==> src/design/u16esc_pkg.sv <==
// Shared types, constants and byte helpers of the UTF-16 to escaped UTF-8 transcoder.
package u16esc_pkg;

  // Default depth of the queue between the classifier and the byte sequencer.
  localparam int unsigned QUEUE_DEPTH = 4;

  // UTF-16 surrogate ranges.
  localparam logic [15:0] HIGH_SURR_FIRST = 16'hD800;
  localparam logic [15:0] HIGH_SURR_LAST  = 16'hDBFF;
  localparam logic [15:0] LOW_SURR_FIRST  = 16'hDC00;
  localparam logic [15:0] LOW_SURR_LAST   = 16'hDFFF;
  localparam logic [20:0] SUPP_PLANE_BASE = 21'h10000;

  // Control code boundaries.
  localparam logic [15:0] CTRL_LIMIT = 16'h0020;
  localparam logic [15:0] CODE_DEL   = 16'h007F;
  localparam logic [15:0] ONE_BYTE_MAX = 16'h007F;
  localparam logic [15:0] TWO_BYTE_MAX = 16'h07FF;

  // Characters with a short escape, and the escape letters.
  localparam logic [15:0] CODE_BSLASH = 16'h005C;
  localparam logic [15:0] CODE_QUOTE  = 16'h0022;
  localparam logic [15:0] CODE_LF     = 16'h000A;
  localparam logic [15:0] CODE_CR     = 16'h000D;
  localparam logic [15:0] CODE_TAB    = 16'h0009;
  localparam logic [7:0]  CHR_BSLASH  = 8'h5C;
  localparam logic [7:0]  CHR_QUOTE   = 8'h22;
  localparam logic [7:0]  CHR_N       = 8'h6E;
  localparam logic [7:0]  CHR_R       = 8'h72;
  localparam logic [7:0]  CHR_T       = 8'h74;
  localparam logic [7:0]  CHR_U       = 8'h75;
  localparam logic [7:0]  CHR_ZERO    = 8'h30;
  localparam logic [7:0]  CHR_UPPER_A = 8'h41;

  // UTF-8 lead and continuation marks.
  localparam logic [7:0] UTF8_LEAD2 = 8'hC0;
  localparam logic [7:0] UTF8_LEAD3 = 8'hE0;
  localparam logic [7:0] UTF8_LEAD4 = 8'hF0;
  localparam logic [7:0] UTF8_CONT  = 8'h80;

  // Replacement character U+FFFD as UTF-8.
  localparam logic [7:0] REPL_BYTE0 = 8'hEF;
  localparam logic [7:0] REPL_BYTE1 = 8'hBF;
  localparam logic [7:0] REPL_BYTE2 = 8'hBD;
  localparam logic [3:0] REPL_LEN   = 4'd3;

  // What the body of a request expands to.
  typedef enum logic [2:0] {
    KIND_NONE,
    KIND_ESC2,
    KIND_ESCU,
    KIND_UTF8,
    KIND_REPL
  } kind_e;

  // One classified request, handed from the front to the back.
  typedef struct packed {
    logic        pre_repl;
    kind_e       kind;
    logic [7:0]  esc_char;
    logic [20:0] cp;
    logic [2:0]  body_len;
    logic        text_last;
  } desc_t;

  // Upper-case hex digit of a nibble.
  function automatic logic [7:0] hex_digit(input logic [3:0] v);
    logic [7:0] r;
    if (v < 4'd10) begin
      r = CHR_ZERO + {4'd0, v};
    end else begin
      r = CHR_UPPER_A + {4'd0, v - 4'd10};
    end
    return r;
  endfunction

  // Byte k of the replacement sequence.
  function automatic logic [7:0] repl_byte(input logic [1:0] k);
    logic [7:0] r;
    case (k)
      2'd0:    r = REPL_BYTE0;
      2'd1:    r = REPL_BYTE1;
      default: r = REPL_BYTE2;
    endcase
    return r;
  endfunction

endpackage

==> src/design/u16esc_front.sv <==
// Front: accepts code units, pairs surrogates and classifies each unit into a request.
module u16esc_front
  import u16esc_pkg::*;
(
  input  logic        clk_i,
  input  logic        rst_ni,
  input  logic        in_valid_i,
  output logic        in_ready_o,
  input  logic [15:0] code_unit_i,
  input  logic        end_of_text_i,
  input  logic        queue_full_i,
  output logic        push_o,
  output desc_t       push_desc_o
);

  logic        held_valid_q, held_valid_d;
  logic [9:0]  held_bits_q, held_bits_d;
  logic        accept;
  logic        is_high, is_low, pair, new_hold;
  desc_t       desc;

  assign in_ready_o = !queue_full_i;
  assign accept     = in_valid_i && in_ready_o;

  assign is_high  = code_unit_i inside {[HIGH_SURR_FIRST:HIGH_SURR_LAST]};
  assign is_low   = code_unit_i inside {[LOW_SURR_FIRST:LOW_SURR_LAST]};
  assign pair     = held_valid_q && is_low;
  assign new_hold = !pair && is_high && !end_of_text_i;

  // Classify the unit against the held surrogate.
  always_comb begin
    desc           = '0;
    desc.kind      = KIND_NONE;
    desc.text_last = end_of_text_i;
    if (pair) begin
      desc.kind     = KIND_UTF8;
      desc.cp       = SUPP_PLANE_BASE + {1'b0, held_bits_q, code_unit_i[9:0]};
      desc.body_len = 3'd4;
    end else begin
      desc.pre_repl = held_valid_q;
      case (code_unit_i)
        CODE_BSLASH: begin
          desc.kind     = KIND_ESC2;
          desc.esc_char = CHR_BSLASH;
          desc.body_len = 3'd2;
        end
        CODE_QUOTE: begin
          desc.kind     = KIND_ESC2;
          desc.esc_char = CHR_QUOTE;
          desc.body_len = 3'd2;
        end
        CODE_LF: begin
          desc.kind     = KIND_ESC2;
          desc.esc_char = CHR_N;
          desc.body_len = 3'd2;
        end
        CODE_CR: begin
          desc.kind     = KIND_ESC2;
          desc.esc_char = CHR_R;
          desc.body_len = 3'd2;
        end
        CODE_TAB: begin
          desc.kind     = KIND_ESC2;
          desc.esc_char = CHR_T;
          desc.body_len = 3'd2;
        end
        default: begin
          if (code_unit_i < CTRL_LIMIT || code_unit_i == CODE_DEL) begin
            desc.kind     = KIND_ESCU;
            desc.cp       = {5'd0, code_unit_i};
            desc.body_len = 3'd6;
          end else if (is_high) begin
            // A high surrogate at the end of the text cannot be completed.
            if (end_of_text_i) begin
              desc.kind     = KIND_REPL;
              desc.body_len = REPL_LEN[2:0];
            end
          end else if (is_low) begin
            desc.kind     = KIND_REPL;
            desc.body_len = REPL_LEN[2:0];
          end else begin
            desc.kind = KIND_UTF8;
            desc.cp   = {5'd0, code_unit_i};
            if (code_unit_i <= ONE_BYTE_MAX) begin
              desc.body_len = 3'd1;
            end else if (code_unit_i <= TWO_BYTE_MAX) begin
              desc.body_len = 3'd2;
            end else begin
              desc.body_len = 3'd3;
            end
          end
        end
      endcase
    end
  end

  assign push_desc_o = desc;
  assign push_o      = accept && (desc.pre_repl || desc.body_len != 3'd0);

  // Surrogate hold register.
  always_comb begin
    held_valid_d = held_valid_q;
    held_bits_d  = held_bits_q;
    if (accept) begin
      held_valid_d = new_hold;
      held_bits_d  = new_hold ? code_unit_i[9:0] : 10'd0;
    end
  end

  always_ff @(posedge clk_i or negedge rst_ni) begin
    if (!rst_ni) begin
      held_valid_q <= 1'b0;
      held_bits_q  <= 10'd0;
    end else begin
      held_valid_q <= held_valid_d;
      held_bits_q  <= held_bits_d;
    end
  end

  // Nothing stays held once the text has ended.
  a_clear_at_end: assert property (@(posedge clk_i) disable iff (!rst_ni)
    (accept && end_of_text_i) |=> !held_valid_q)
    else $error("surrogate still held after end of text");

  // A unit that leaves nothing held while text goes on always produces bytes.
  a_push_or_hold: assert property (@(posedge clk_i) disable iff (!rst_ni)
    accept |-> (push_o || new_hold))
    else $error("accepted unit neither queued nor held");

endmodule

==> src/design/u16esc_queue.sv <==
// Short request queue between the classifier and the byte sequencer.
module u16esc_queue
  import u16esc_pkg::*;
#(
  parameter int unsigned Depth = QUEUE_DEPTH
) (
  input  logic  clk_i,
  input  logic  rst_ni,
  input  logic  push_i,
  input  desc_t push_desc_i,
  output logic  full_o,
  input  logic  pop_i,
  output logic  empty_o,
  output desc_t head_o
);

  localparam int unsigned AW = (Depth > 1) ? $clog2(Depth) : 1;
  localparam int unsigned CW = $clog2(Depth + 1);

  desc_t         mem_q [Depth];
  logic [AW-1:0] wr_ptr_q, wr_ptr_d, rd_ptr_q, rd_ptr_d;
  logic [CW-1:0] count_q, count_d;

  assign full_o  = (count_q == CW'(Depth));
  assign empty_o = (count_q == '0);
  assign head_o  = mem_q[rd_ptr_q];

  // Pointer and fill count update.
  always_comb begin
    wr_ptr_d = wr_ptr_q;
    rd_ptr_d = rd_ptr_q;
    count_d  = count_q;
    if (push_i) begin
      wr_ptr_d = (wr_ptr_q == AW'(Depth - 1)) ? '0 : wr_ptr_q + 1'b1;
    end
    if (pop_i) begin
      rd_ptr_d = (rd_ptr_q == AW'(Depth - 1)) ? '0 : rd_ptr_q + 1'b1;
    end
    if (push_i && !pop_i) begin
      count_d = count_q + 1'b1;
    end else if (!push_i && pop_i) begin
      count_d = count_q - 1'b1;
    end
  end

  always_ff @(posedge clk_i or negedge rst_ni) begin
    if (!rst_ni) begin
      wr_ptr_q <= '0;
      rd_ptr_q <= '0;
      count_q  <= '0;
    end else begin
      wr_ptr_q <= wr_ptr_d;
      rd_ptr_q <= rd_ptr_d;
      count_q  <= count_d;
    end
  end

  // Request storage.
  always_ff @(posedge clk_i) begin
    if (push_i) begin
      mem_q[wr_ptr_q] <= push_desc_i;
    end
  end

  a_no_overflow: assert property (@(posedge clk_i) disable iff (!rst_ni)
    !(push_i && full_o))
    else $error("push into a full queue");

  a_no_underflow: assert property (@(posedge clk_i) disable iff (!rst_ni)
    !(pop_i && empty_o))
    else $error("pop from an empty queue");

endmodule

==> src/design/u16esc_back.sv <==
// Back: expands queued requests into bytes, one per cycle unless stalled.
module u16esc_back
  import u16esc_pkg::*;
(
  input  logic       clk_i,
  input  logic       rst_ni,
  input  logic       empty_i,
  input  desc_t      head_i,
  output logic       pop_o,
  output logic       out_valid_o,
  input  logic       out_ready_i,
  output logic [7:0] out_byte_o,
  output logic       run_last_o,
  output logic       text_last_o
);

  logic       out_valid_q, out_valid_d;
  logic [7:0] out_byte_q;
  logic       run_last_q, text_last_q;
  logic [3:0] idx_q, idx_d;
  logic [3:0] total, body_idx;
  logic [2:0] q;
  logic       load, emit, fin;
  logic [7:0] body_byte, next_byte;

  assign total    = {1'b0, head_i.body_len} + (head_i.pre_repl ? REPL_LEN : 4'd0);
  assign body_idx = idx_q - (head_i.pre_repl ? REPL_LEN : 4'd0);
  assign q        = body_idx[2:0];
  assign load     = !out_valid_q || out_ready_i;
  assign emit     = !empty_i && load;
  assign fin      = (idx_q == total - 4'd1);
  assign pop_o    = emit && fin;

  // Byte of the request body at position q.
  always_comb begin
    body_byte = 8'd0;
    case (head_i.kind)
      KIND_ESC2: begin
        body_byte = (q == 3'd0) ? CHR_BSLASH : head_i.esc_char;
      end
      KIND_ESCU: begin
        case (q)
          3'd0:    body_byte = CHR_BSLASH;
          3'd1:    body_byte = CHR_U;
          3'd2:    body_byte = hex_digit(head_i.cp[15:12]);
          3'd3:    body_byte = hex_digit(head_i.cp[11:8]);
          3'd4:    body_byte = hex_digit(head_i.cp[7:4]);
          default: body_byte = hex_digit(head_i.cp[3:0]);
        endcase
      end
      KIND_UTF8: begin
        case (head_i.body_len)
          3'd1: body_byte = {1'b0, head_i.cp[6:0]};
          3'd2: begin
            body_byte = (q == 3'd0) ? (UTF8_LEAD2 | {3'd0, head_i.cp[10:6]})
                                    : (UTF8_CONT | {2'd0, head_i.cp[5:0]});
          end
          3'd3: begin
            case (q)
              3'd0:    body_byte = UTF8_LEAD3 | {4'd0, head_i.cp[15:12]};
              3'd1:    body_byte = UTF8_CONT | {2'd0, head_i.cp[11:6]};
              default: body_byte = UTF8_CONT | {2'd0, head_i.cp[5:0]};
            endcase
          end
          default: begin
            case (q)
              3'd0:    body_byte = UTF8_LEAD4 | {5'd0, head_i.cp[20:18]};
              3'd1:    body_byte = UTF8_CONT | {2'd0, head_i.cp[17:12]};
              3'd2:    body_byte = UTF8_CONT | {2'd0, head_i.cp[11:6]};
              default: body_byte = UTF8_CONT | {2'd0, head_i.cp[5:0]};
            endcase
          end
        endcase
      end
      KIND_REPL: body_byte = repl_byte(q[1:0]);
      default:   body_byte = 8'd0;
    endcase
  end

  // A replacement for an unpaired held surrogate comes before the body.
  assign next_byte = (head_i.pre_repl && idx_q < REPL_LEN) ? repl_byte(idx_q[1:0]) : body_byte;

  // Byte position within the head request.
  always_comb begin
    idx_d       = idx_q;
    out_valid_d = out_valid_q;
    if (load) begin
      out_valid_d = emit;
    end
    if (emit) begin
      idx_d = fin ? 4'd0 : idx_q + 4'd1;
    end
  end

  always_ff @(posedge clk_i or negedge rst_ni) begin
    if (!rst_ni) begin
      out_valid_q <= 1'b0;
      idx_q       <= 4'd0;
    end else begin
      out_valid_q <= out_valid_d;
      idx_q       <= idx_d;
    end
  end

  // Output register.
  always_ff @(posedge clk_i) begin
    if (emit) begin
      out_byte_q  <= next_byte;
      run_last_q  <= fin;
      text_last_q <= fin && head_i.text_last;
    end
  end

  assign out_valid_o = out_valid_q;
  assign out_byte_o  = out_byte_q;
  assign run_last_o  = run_last_q;
  assign text_last_o = text_last_q;

  a_text_last_ends_run: assert property (@(posedge clk_i) disable iff (!rst_ni)
    (out_valid_q && text_last_q) |-> run_last_q)
    else $error("end of text not on the last byte of a run");

  a_idx_in_range: assert property (@(posedge clk_i) disable iff (!rst_ni)
    !empty_i |-> (idx_q < total))
    else $error("byte position beyond the request length");

endmodule

==> src/design/utf16_to_escaped_utf8.sv <==
// UTF-16 to escaped UTF-8 transcoder: top level joining front, queue and back.
// A unit accepted by the front is written into the queue; its first byte reaches m_axis_tvalid
// through the byte-wide output register. Throughput: one byte per cycle on the output while
// m_axis_tready is high and bytes are owed; a unit yields one to nine bytes.
// A held high surrogate yields no bytes and stays in the front's hold register.
// Reset (rst_ni low, asynchronous) empties the queue, drops any held surrogate and the output.
module utf16_to_escaped_utf8
  import u16esc_pkg::*;
#(
  parameter int unsigned QueueDepth = QUEUE_DEPTH
) (
  input  logic        clk_i,
  input  logic        rst_ni,
  input  logic        s_axis_tvalid,
  output logic        s_axis_tready,
  input  logic [15:0] s_axis_tdata,  // [15:0] code_unit
  input  logic        s_axis_tlast,  // end_of_text
  output logic        m_axis_tvalid,
  input  logic        m_axis_tready,
  output logic [7:0]  m_axis_tdata,  // [7:0] out_byte
  output logic        m_axis_tlast,  // run_last
  output logic [0:0]  m_axis_tuser   // [0] text_last
);

  logic  push, full, pop, empty;
  desc_t push_desc, head;

  u16esc_front u_front (
    .clk_i         (clk_i),
    .rst_ni        (rst_ni),
    .in_valid_i    (s_axis_tvalid),
    .in_ready_o    (s_axis_tready),
    .code_unit_i   (s_axis_tdata),
    .end_of_text_i (s_axis_tlast),
    .queue_full_i  (full),
    .push_o        (push),
    .push_desc_o   (push_desc)
  );

  u16esc_queue #(
    .Depth (QueueDepth)
  ) u_queue (
    .clk_i       (clk_i),
    .rst_ni      (rst_ni),
    .push_i      (push),
    .push_desc_i (push_desc),
    .full_o      (full),
    .pop_i       (pop),
    .empty_o     (empty),
    .head_o      (head)
  );

  u16esc_back u_back (
    .clk_i       (clk_i),
    .rst_ni      (rst_ni),
    .empty_i     (empty),
    .head_i      (head),
    .pop_o       (pop),
    .out_valid_o (m_axis_tvalid),
    .out_ready_i (m_axis_tready),
    .out_byte_o  (m_axis_tdata),
    .run_last_o  (m_axis_tlast),
    .text_last_o (m_axis_tuser[0])
  );

endmodule

==> config.mk <==
export PLATFORM = sky130hd
export DESIGN_NAME = utf16_to_escaped_utf8
export DESIGN_NICKNAME = d
export VERILOG_FILES = /design/src/design/u16esc_pkg.sv /design/src/design/u16esc_front.sv /design/src/design/u16esc_queue.sv /design/src/design/u16esc_back.sv /design/src/design/utf16_to_escaped_utf8.sv
export SDC_FILE = /design/constraint.sdc
export NUM_CORES = 1
export LEC_CHECK = 0
export BUFFER_PORTS_ARGS = -buffer_cell sky130_fd_sc_hd__clkbuf_2
export CAP_MARGIN = 15
export CELL_PAD_IN_SITES_DETAIL_PLACEMENT = 1
export CELL_PAD_IN_SITES_GLOBAL_PLACEMENT = 2
export CORE_MARGIN = 2
export CORE_UTILIZATION = 45
export CTS_CLUSTER_DIAMETER = 50
export DETAILED_ROUTE_END_ITERATION = 10
export PLACE_DENSITY_LB_ADDON = 0.1
export SLEW_MARGIN = 30
export SYNTH_ARGS = -nofsm -noshare
export SYNTH_HDL_FRONTEND = slang
export SYNTH_SLANG_ARGS = --single-unit
==> constraint.sdc <==
create_clock -name clk_i -period 4.6 [get_ports clk_i]
set_input_delay 1.38 -clock clk_i [delete_from_list [all_inputs] [get_ports clk_i]]
set_output_delay 1.38 -clock clk_i [all_outputs]
set_load 0.1 [all_outputs]
=== Yosys cells after proc, flatten, opt, wreduce, memory -nomap -nowiden ===
Memories as Yosys holds them, arrays and structs flattened.
Index checks and enable logic that the tools add are counted.

* Reductions and logical operators: 30
* Add/sub/neg operators: 21
* Magnitude comparators: 12
* Equality and inequality tests: 23
* Mux-type cells: 43

{| class="wikitable"
|+ Operator list
! operator !! count
|-
| 16-bit by 4-bit equality test with 1-bit output (second input constant) || 3
|-
| 24-bit 2-to-1 mux || 2
|-
| 8-bit 2-to-1 mux || 6
|-
| 21-bit 2-to-1 mux || 2
|-
| 7-bit case mux with 2 select lines || 3
|-
| 8-bit case mux with 5 select lines || 1
|-
| 7-bit case mux with 5 select lines || 1
|-
| 3-bit 2-to-1 mux || 11
|-
| 7-bit by 4-bit adder with 8-bit output (first input constant) || 4
|-
| 16-bit by 7-bit equality test with 1-bit output (second input constant) || 2
|-
| 16-bit >= comparator (second input constant) || 2
|-
| 16-bit less-or-equal comparator (second input constant) || 2
|-
| 8-bit case mux with 4 select lines || 1
|-
| 6-bit by 4-bit adder with 7-bit output (first input constant) || 4
|-
| 8-bit case mux with 3 select lines || 1
|-
| 17-bit by 20-bit adder with 21-bit output (first input constant) || 1
|-
| 7-bit case mux with 3 select lines || 1
|-
| 3-bit by 2-bit equality test with 1-bit output (second input constant) || 6
|-
| 16-bit by 6-bit equality test with 1-bit output (second input constant) || 1
|-
| 16-bit by 11-bit less-or-equal comparator with 1-bit output (second input constant) || 1
|-
| 16-bit by 7-bit less-or-equal comparator with 1-bit output (second input constant) || 1
|-
| 16-bit by 6-bit < comparator with 1-bit output (second input constant) || 1
|-
| 4-bit < comparator (second input constant) || 4
|-
| 16-bit 2-to-1 mux || 1
|-
| other kinds (27) || 67
|}

* Output and inout bits: 12
* Memories: 1
* RAM bits: 144
* Flip-flop bits (word level): 33

{| class="wikitable"
|+ Memory list
! name !! words !! bits a word !! read ports !! clocked after memory_dff !! write ports !! RTL line !! source
|-
| u_queue.mem_q || 4 || 36 || 1 || 0 || 1 || u16esc_queue.sv:20 || <nowiki>desc_t mem_q [Depth];</nowiki>
|}

=== Logic depth before layout (Yosys ltp) ===
Gate-level depths: netlist of run 1.

* Depth in word-level cells: 15
* Mapped depth: 19

=== By module ===
A second synthesis of run 1 with hierarchy kept.

* Cell total of the unflattened synthesis: 651
* Area total of the unflattened synthesis: 9176.3 um^2

{| class="wikitable"
|+ Modules (own cells, without submodules)
! module !! area an instance (um^2) !! times used !! cells each
|-
| u16esc_queue || 5746.8 || 1 || 230
|-
| u16esc_back || 2399.8 || 1 || 302
|-
| u16esc_front || 1029.7 || 1 || 119
|}

=== Worst setup path before layout of run 1 ===
Ideal clock, no wire load.

* Kind: register -> register
* Start point: reg u_queue.rd_ptr_q[0]
* End point: reg u_queue.count_q[1]
* Arrival: 3.864 ns
* Data required time: 4.475 ns
* Cell stages (with the launch flop): 17
* Slack: 0.612 ns
* Path through: dfrtp_1 > buf_6 > buf_6 > mux4_2 > inv_1 > ha_1 > inv_1 > ha_1 > inv_1 > fa_1 > xnor2_1 > nor4_4 > nand2_1 > ha_1 > inv_1 > fa_1 > mux2_2

* Cells in the longest elaborated chain, start to end: 9

{| class="wikitable"
|+ RTL lines
! what !! RTL line !! source
|-
| start, declared || u16esc_queue.sv:21 || <nowiki>logic [AW-1:0] wr_ptr_q, wr_ptr_d, rd_ptr_q, rd_ptr_d;</nowiki>
|-
| start signal, assigned || u16esc_queue.sv:53 || <nowiki>rd_ptr_q <= rd_ptr_d;</nowiki>
|-
| memory read 4 x 36 bit (*) || -- ||
|-
| 2-bit 2-to-1 mux || u16esc_back.sv:26 || <nowiki>assign total = {1'b0, head_i.body_len} + (head_i.pre_repl ? REPL_LEN : 4'd0);</nowiki>
|-
| 3-bit by 2-bit adder with 4-bit output (*) || u16esc_back.sv:26 ||
|-
| 4-bit by 1-bit subtractor with 4-bit output (*) || u16esc_back.sv:31 || <nowiki>assign fin = (idx_q == total - 4'd1);</nowiki>
|-
| 4-bit equality test (*) || u16esc_back.sv:31 ||
|-
| via u_back.fin || u16esc_back.sv:23 || <nowiki>logic load, emit, fin;</nowiki>
|-
| 1-bit logical AND (*) || u16esc_back.sv:32 || <nowiki>assign pop_o = emit && fin;</nowiki>
|-
| 1-bit logical NOT (*) || u16esc_queue.sv:39 || <nowiki>if (push_i && !pop_i) begin</nowiki>
|-
| 1-bit logical AND (*) || u16esc_queue.sv:39 ||
|-
| 3-bit 2-to-1 mux (*) || u16esc_queue.sv:39 ||
|-
| via u_queue.count_d[1] || u16esc_queue.sv:22 || <nowiki>logic [CW-1:0] count_q, count_d;</nowiki>
|-
| end signal, assigned || u16esc_queue.sv:54 || <nowiki>count_q <= count_d;</nowiki>
|-
| end, declared || u16esc_queue.sv:22 ||
|}

Mark *: on every way through the listed nets, which the timed path passes. The rest lies on a longest branch.
A chain may end at the register's enable or synchronous reset.

=== Worst setup path after layout of run 1 ===
Same ends and word-level chain as after synthesis.

==> results.txt, run 1 <==
* Number of violations of the max-capacitance limit: 0
* Gate Count Post-Synth: 625
* Combinational fraction of design power: 51.7%
- Number of sinks handled by clock tree synthesis: 173
* Power density over the cells: 794 nW/um^2
* Tightest Pin Transition: 0.731 ns
- The worst hold path was traced through 2 stages.
- Max clock buf depth: 2
* Detailed-router iteration count before antenna repair: 5
* Worst path cell trace: mux4_2 -> inv_1 -> ha_1 -> inv_1 -> ha_1 -> inv_1 -> fa_1 -> xnor2_1 -> nor4_4 -> nand2_1 -> ha_1 -> inv_1 -> fa_1 -> mux2_2
* Highest clock frequency the design can meet: 247 MHz
- At the worst endpoint, the required time is 4.92 ns.
- In this run the cell area of the synthesized design comes to 8670 sq um.
* HPWL after DPL: 16000 um
* Worst path most repeated cell: inv_1
- Mean Syn Cell Area: 13.9 sq um
- Total Nets Final: 717
- TritonCTS built the clock tree.
- Die Ht: 143 um
* Cell family contributing the most delay on the critical path: adder cells
- The critical path in this run is classified as reg -> reg.
- Switching power: 3.49 mW
- Number of max-slew violations in the final report: 0
- Clock tree synthesis selected as its root buffer the cell clkbuf_16.
- Routability-driven placement finished with a final weighted congestion of 0.876.
- Sequential cells account for 29.0% of the total power.
- Hold Path Class: reg -> reg
- Starting DRC count in detailed routing: 430
- Setup total negative slack on the finished layout was measured at 0 ns.
* Final setup violation count: 0
- Static leakage: 3.51 nW
- Post-Synth XOR/XNOR Area: 2.63%
- Diode count: 0
- After clock tree synthesis, the setup repair step added 0 buffers.
* Final Skew: 0.0109 ns
* Post-Layout Inst Area: 9760 sq um
* CTS H-Tree Depth: 4
* Maximum fanout along the worst path: 10
- For the worst-skew pair, the clock arrives at the later sink with an insertion delay of 0.43 ns.
* Seq/Total Area, Yosys: 58.6%
- Final hold analysis gives a worst-case slack of 0.498 ns.
- Dividing the final minimum period by the clock period gives 88.0%.
* Share of synthesized cell area in and, or, nand and nor gates: 10.3%
* I/O pins: 33
- Total number of placement rows: 50
- The setup check on the worst reg-to-reg path leaves a slack of 0.55 ns.
- Most used DFF post-synth: edfxtp_1
* R2R Path Start: u_queue.rd_ptr_q[0]
- Data arrives at the worst endpoint at 4.37 ns.
- Measured against its own limit, the worst slew margin works out to 50.8%.
- Together, buffers and inverters on the worst path number 4.
* Count of cell types in the netlist: 75
- After detailed routing, the average wire length per cell comes to 23.7 um.
- The synthesized design spends more area on one cell type than any other, namely edfxtp_1.
- Of all flip-flops after synthesis, the portion carrying an async set or reset was 13.3%.
- Core region area: 18800 sq um
* Synthesized Nets: 676
* Library cell contributing the largest single delay on the critical path: mux4_2
* Number of instances in the placed design: 907
* Yosys warns: 0
- The die covers 20400 sq um.
- The flow ran to the end, and the final reports show no timing, DRC or antenna violations.
- Number of vias per cell: 5.98
- For this block, the via count after detailed routing is 5613.
* First-pass GRT wire length: 34200 um
* Count of instances resized after the clock tree is built: 0
- The via count of the first global-routing pass is 5800.
* Layout cell share with drive strength beyond 1: 19.3%
- The clock network burns 19.3% of the power.
* Port bufs: 32
- Number of flops mapped to enable cells by yosys: 150
- Number of standard cells in the layout, taps in and fillers out: 939
- Internal: 4.26 mW
- Fraction of post-synthesis cell area in the top cell type by area: 51.9%
- Entering global routing, the biggest net connects 36 pins.
* Time the final worst path needs with I/O delays and setup: 4.05 ns
- After clock tree synthesis, the clock-pin slew on the worst setup and hold paths is 0.08 ns.
- Antenna violations before repair: 0
- Worst IR Drop VDD: 0.336 mV
- Net switching is 45.0% of the power.
* Synth Register Bits: 173
- In this run the most critical hold path is launched from u_back.out_valid_o.
- Synth Area in Adders: 4.59%
- Area fraction in compound gates after synthesis: 10.8%
* Count of final hold-check violations: 0
* Kind of end point of the critical path: flop
- The initial utilization of the core area, before any placement, comes to 46.1%.
* GRT Total Usage: 23.0%
- RSZ-0062 raised after global routing: no
- After synthesis, the largest family of logic cells by area is compound AO/OA/AOI/OAI gates.
- Number of cells on the worst reg-to-reg path: 14
- The number of hold buffers added after CTS was 0.
- Multiplexer share of the synthesized area: 10.2%
- Horizontal extent of the die: 143 um
- For this run, design rule violations remaining after detail routing come to 0.
* Relative area change from synthesis to final layout: 12.5%
* Leading cell types by total area after synthesis: edfxtp_1 (52%), mux4_2 (9.1%), dfrtp_1 (6.6%)
* Residual antenna-violating net count after detailed routing: 0
- The worst hold path terminates at u_back.out_valid_o.
* Wire length after detailed routing: 22200 um
* Worst reg2reg endpoint: u_queue.count_q[1]
- Post-place instance area: 9130 sq um
- Global routing finished with a remaining overflow of 0.
* Slowest cell delay on critical path: 0.66 ns
- Clock buffer count from CTS: 17
* CP startpoint kind: flop
-- registers in the layout, summed over array words and instances, names as in the netlist --
name	cells
u_back.out_byte_o	8
u_queue.count_q	3
u_queue.rd_ptr_q	2
u_back.idx_q	4
u_queue.mem_q	140
u_front.held_bits_q	10
u_back.text_last_o	1
u_front.held_valid_q	1
u_queue.wr_ptr_q	2
u_back.run_last_o	1
u_back.out_valid_o	1
-- cell usage after synthesis (all sizes together) (5+ instances only) --
cell,count
mux2,5
buf,16
or3,6
mux4,35
o22ai,5
clkbuf,11
dfrtp,23
inv,23
a31oi,7
ha,27
nand2,40
nand2b,10
nor3,9
xor2,14
o21ai,23
edfxtp,150
nand3,15
a21oi,20
xnor2,12
a21boi,5
nand3b,5
a22o,11
nor2,42
nor2b,9
and2,20
a22oi,5
-- worst register-to-register path: stages (launching register included) --
cell and delay, ns:
dfrtp_2 0.53, mux4_2 0.66, inv_1 0.16, ha_1 0.24, inv_1 0.06, ha_1 0.14, inv_1 0.05, fa_1 0.47
xnor2_1 0.17, nor4_4 0.24, nand2_1 0.17, ha_1 0.29, inv_1 0.08, fa_1 0.41, mux2_2 0.27
-- how the worst max path moves through the flow --
stage	startpoint	to	slack, ns	cells after the start
6_report	u_queue.rd_ptr_q[0]	u_queue.count_q[1]	0.55	14
5_1_grt	u_queue.rd_ptr_q[0]	u_queue.count_q[1]	0.24	15
4_1_cts	u_queue.rd_ptr_q[0]	u_queue.count_q[1]	0.50	15
3_5_place_dp	u_queue.rd_ptr_q[0]	u_queue.count_q[1]	0.53	14
3_3_place_gp	u_queue.rd_ptr_q[0]	u_queue.count_q[1]	0.70	14
2_1_floorplan	u_queue.rd_ptr_q[0]	u_queue.count_q[1]	0.61	16
-- cell families after synthesis --
logic type / Yosys count
compound gates: 129
flops: 173
simple gates: 172
buf+inv: 51
fa+ha+maj: 30
xor+xnor: 26
mux: 44
-- power groups by stage --
stage                     Combinational, mW  Sequential [mW]  Clock [mW]
final                                  4.01             2.25        1.50
after global routing                   4.32             2.28        1.57
after CTS                              4.00             2.25        1.52
after detailed placement               3.98             2.28           0
after global placement                 3.91             2.26           0
after floorplan                        2.63             2.57           0
-- area by class of cell --
cell class | instances | area, sq um
Clock buffer | 17 | 425
Clock inverter | 15 | 208
Fill cell | 1862 | 9070
Inverter | 24 | 90.1
Multi-Input combinational cell | 401 | 3340
Sequential cell | 173 | 5080
Tap cell | 260 | 325
Timing Repair Buffer | 49 | 288
-- per-stage QoR --
step / total power [mW] / setup slack [ns] / utilization, %
after detailed placement: 6.26 / 0.531 / 48.5
after global placement: 6.17 / 0.699 / 48.5
final: 7.75 / 0.552 / 51.8
after floorplan: 5.20 / 0.612 / -
after CTS: 7.77 / 0.503 / 51.8
after global routing: 8.18 / 0.245 / 51.8
-- per-layer routing --
layer  GRT usage, %  routed length [um]
met5              0                   0
met4           7.87                 483
met3           3.76                 760
met2           38.0               10900
met1           31.2               10100
-- cell usage in the layout, fill, tap and decap left out, types with 5 or more instances in the layout --
master / Yosys / layout
edfxtp_1: 150 / 150
nor2_1: 41 / 41
nand2_1: 40 / 40
mux4_2: 35 / 35
clkbuf_2: 1 / 32
ha_1: 27 / 27
dfrtp_1: 23 / 22
inv_1: 20 / 20
and2_1: 20 / 20
a21oi_1: 19 / 19
clkbuf_16: 0 / 17
buf_4: 2 / 17
o21ai_0: 15 / 15
nand3_1: 15 / 15
xor2_1: 14 / 14
xnor2_1: 12 / 12
a22o_1: 11 / 11
nand2b_1: 10 / 10
nor2b_1: 9 / 9
nor3_1: 9 / 9
o21ai_1: 8 / 8
a31oi_1: 7 / 7
or3_1: 6 / 6
nand3b_1: 5 / 5
a22oi_1: 5 / 5
o22ai_1: 5 / 5
clkinv_8: 0 / 5
Note: power is estimated with default switching activity, not from simulation.
==> run 2, diff against run 1 <==
- ABC_AREA: not set -> 1
- CORE_UTILIZATION: 45 -> 40
- CTS_CLUSTER_DIAMETER: 50 -> 40
==> results.txt, run 2 <==
- The flow ran to the end, and the final reports show no timing, DRC or antenna violations.
- The number of clock buffers inserted by TritonCTS was 17 (unchanged).
- The cell row count was 55 (+10%).
- Root Buffer Master: clkbuf_16
- Tracing the worst setup path back leads to its startpoint at u_queue.rd_ptr_q[0].
- The first-pass GRT wire length was 41400 um (+21%).
- The min-delay analysis places its worst path in the category reg -> reg.
- Horizontal extent of the die: 156 um (+9.4%)
* Library cell contributing the largest single delay on the critical path: dfrtp_2
- The path depth of the worst reg2reg path came to 19 (+5).
- The library cell used most frequently in the layout, excluding fill and tap cells, is nand2_1.
- Area of the die: 24400 sq um (+20%)
- The met1 routing resource usage after global routing was 30.4% (-0.72 points).
* Vias in the first global route: 7301 (+26%)
* Signal arrival time at the worst endpoint: 4.17 ns (-0.20 ns)
- Top library cells by usage in the layout, fill and taps aside: nand2_1 (233), edfxtp_1 (150), nor2_1 (103), inv_1 (90), nand3_1 (79)
- The global placer's final weighted congestion is 0.805 (-8.2%).
- The data required time of the worst path was 4.92 ns (about the same).
- The share of cells above drive strength 1 is 14.9% (-4.4 points).
- Area leader, netlist: edfxtp_1
* Buffer count from post-CTS setup fixing: 0 (unchanged)
- TritonCTS built the clock tree.
* CTS H-Tree Depth: 4 (unchanged)
- The area of the placeable core was 22700 sq um (+21%).
* Most used DFF post-synth: edfxtp_1
- GRT Total Usage: 22.6% (-0.42 points)
- Clock-pin slew on the worst setup and hold paths: 0.07 ns (about the same)
- Endpoint of the worst setup timing path: u_queue.count_q[1]
- Traced cell by cell, the critical path runs through inv_2 -> nand2_1 -> nand3_2 -> nand2_2 -> ha_1 -> inv_1 -> ha_1 -> inv_1 -> fa_1 -> xnor2_1 -> nor3_1 -> nand2_1 -> nor2_2 -> inv_2 -> ha_1 -> inv_1 -> fa_1 -> nor2_1 -> a21oi_1.
- The startpoint identified for the worst register-to-register timing path is u_queue.rd_ptr_q[0].
- The net total in the final layout came to 1074 (+50%).
* Number of max-slew violations in the final report: 0 (unchanged)
* Number of vias per cell: 5.28 (-12%)
- Maximum fanout along the worst path: 18 (+8)
- Die Ht: 156 um (+9.4%)
- The count of yosys warnings during synthesis came to 0 (unchanged).
* Gate Count Post-Synth: 988 (+58%)
- Highest clock frequency the design can meet: 259 MHz (+4.9%)
* Number of violations of the max-capacitance limit: 0 (unchanged)
- The netlist area before placement is 9270 sq um (+6.8%).
- The minimum setup slack among reg-to-reg paths was 0.74 ns (+0.19 ns).
* Final Skew: 0.0171 ns (+0.00625 ns)
- Port bufs: 32 (unchanged)
- Post-Layout Inst Area: 10300 sq um (+5.4%)
- Sorting the synthesized cells by area gives the leading types as edfxtp_1 (49%), nand2_1 (9.4%), dfrtp_1 (6.2%).
- The DRC violation total after the first TritonRoute iteration was 459 (+6.7%).
- The number of resized instances in the post-cts repair step came to 0 (unchanged).
- The total overflow reported by the global router is 0 (unchanged).
- The number of antenna violations at the first check in global routing is 0 (unchanged).
- The mean routed wirelength per cell was 19.9 um (-16%).
- The worst slew margin relative to its limit came to 51.0% (+0.18 points).
- The final-layout setup total negative slack was 0 ns (unchanged).
* Max reg flops: 140 (unchanged)
* Diode count: 0 (unchanged)
* Dominant cell by count in the synthesized netlist: nand2_1
- Count of cell types in the netlist: 48 (-36%)
- The largest buffer count on any clock path was 2 (unchanged).
* Fraction of post-synthesis cell area in the top cell type by area: 48.6% (-3.3 points)
- Mean Syn Cell Area: 9.38 sq um (-32%)
- The worst register-to-register path ends at u_queue.count_q[1].
- STA classifies the critical path endpoint as a flop.
- Post-place instance area: 9680 sq um (+6.1%)
- The share of the yosys chip area belonging to registers was 54.8% (-3.7 points).
* Register area: 5080 sq um (unchanged)
* Synth Register Bits: 173 (unchanged)
- Ranked by instance count, the synthesized netlist is headed by nand2_1 (233), edfxtp_1 (150), nor2_1 (107).
- Wire length after detailed routing: 26300 um (+18%)
- The met3 usage was 2.69% (-1.1 points).
- Total area of multi-input combinational cells: 3560 sq um (+6.5%)
- The starting density of the core came to 40.8% (-5.3 points).
- CP startpoint kind: flop
* Total via count after detailed routing: 6981 (+24%)
- The slew of the pin with the lowest slew margin came to 0.728 ns (-0.00380 ns).
- The count of antenna-violating nets left after detailed routing is 0 (unchanged).
- The count of hold buffers inserted by post-cts repair is 0 (unchanged).
- Proportion of synthesized flip-flops having asynchronous set or reset: 13.3% (unchanged)
* Count of final hold-check violations: 0 (unchanged)
- Hold slack final: 0.541 ns (+0.0430 ns)
- I/O pins: 33 (unchanged)
- The layer flagged by global routing as most heavily used is met2.
- HPWL after DPL: 19200 um (+20%)
- Reg with most FFs: u_queue.mem_q
- The share of the clock period used by the worst path was 83.9% (-4.1 points).
- The first-pass iteration count of the detailed router was 5 (unchanged).
- Largest net degree at the start of global routing: 36 (unchanged)
- The minimum clock period is 3.86 ns (-0.190 ns).
- The met2 track demand over resource is 38.0% (+0.077 points).
* Post-route DRC violation count: 0 (unchanged)
* Slowest cell delay on critical path: 0.53 ns (-0.13 ns)
- Setup repair after global routing left no endpoint under its margin.
- Final setup violation count: 0 (unchanged)
- The clock latency at the later pin of the worst-skew pair was 0.43 ns (about the same).
* Number of flops mapped to enable cells by yosys: 150 (unchanged)
- The number of nets in the synthesized netlist came to 1039 (+54%).
- Compared with the post-synthesis result, the final layout area differs by 11.0%.
- The setup path with the least slack is of type reg -> reg.
- Number of sinks handled by clock tree synthesis: 173 (unchanged)
- The number of filler instances in the final layout is 2642 (+42%).
run 2: cell types whose count changed after synthesis, moves of 24 or more:
| cell | previous run | this run |
|---|---|---|
| nand2_1 | 40 | 233 |
| inv_1 | 20 | 90 |
| nor2_1 | 41 | 107 |
| nand3_1 | 15 | 79 |
| mux4_2 | 35 | 0 |
| o21ai_0 | 15 | 46 |
| nand2_2 | 0 | 24 |
run 2: critical path, delay by kind of cell (launching register included):
kind | cells | cell delay (ns)
AO/OA/AOI/OAI | 1 | 0.05
AND/OR/NAND/NOR | 7 | 0.99
flip-flops | 1 | 0.53
adder cells (fa/ha/maj) | 5 | 1.49
XOR/XNOR | 1 | 0.14
buffers and inverters | 5 | 0.54
run 2: how the worst min path moves through the flow:
stage,startpoint,endpoint,slack [ns],depth (start not counted)
finish,u_front.held_bits_q[0],u_front.held_bits_q[0],0.54,2
global route,u_front.held_bits_q[0],u_front.held_bits_q[0],0.57,2
CTS,u_front.held_bits_q[0],u_front.held_bits_q[0],0.54,2
detailed placement,u_front.held_bits_q[0],u_front.held_bits_q[0],0.53,2
global placement,u_front.held_bits_q[0],u_front.held_bits_q[0],0.53,2
floorplan,u_queue.count_q[0],u_queue.count_q[0],0.50,1
run 2: per-stage QoR:
stage                     instances  util [%]  worst slack (ns)
after floorplan                 988         -             0.820
after global placement         1289      42.6             0.758
after detailed placement       1289      42.6             0.626
after CTS                      1321      45.3             0.759
after global routing           1321      45.3             0.407
final                          1321      45.3             0.742
run 2: cells by family after synthesis:
family	synth area share (%)
adder cells (fa/ha/maj)	4.29
XOR/XNOR	1.51
buffers and inverters	7.08
flip-flops	54.8
AO/OA/AOI/OAI	7.93
AND/OR/NAND/NOR	24.4
run 2: area by class of cell:
cell class / count / area share, %
Inverter: 116 / 4.23
Timing Repair Buffer: 44 / 2.43
Clock buffer: 17 / 4.14
Sequential cell: 173 / 49.4
Clock inverter: 15 / 1.70
Tap cell: 285 / 3.47
Multi-Input combinational cell: 671 / 34.6
run 2: metal layers:
layer / vias to the layer above / wire length [um]
li1: 3403 / -
met1: 3456 / 12500
met2: 87 / 12600
met3: 35 / 433
met4: 0 / 692
met5: - / 0
Power of run 2 is not shown: default switching activity piles up to over one toggle a cycle in this logic, so the estimate is an artifact.
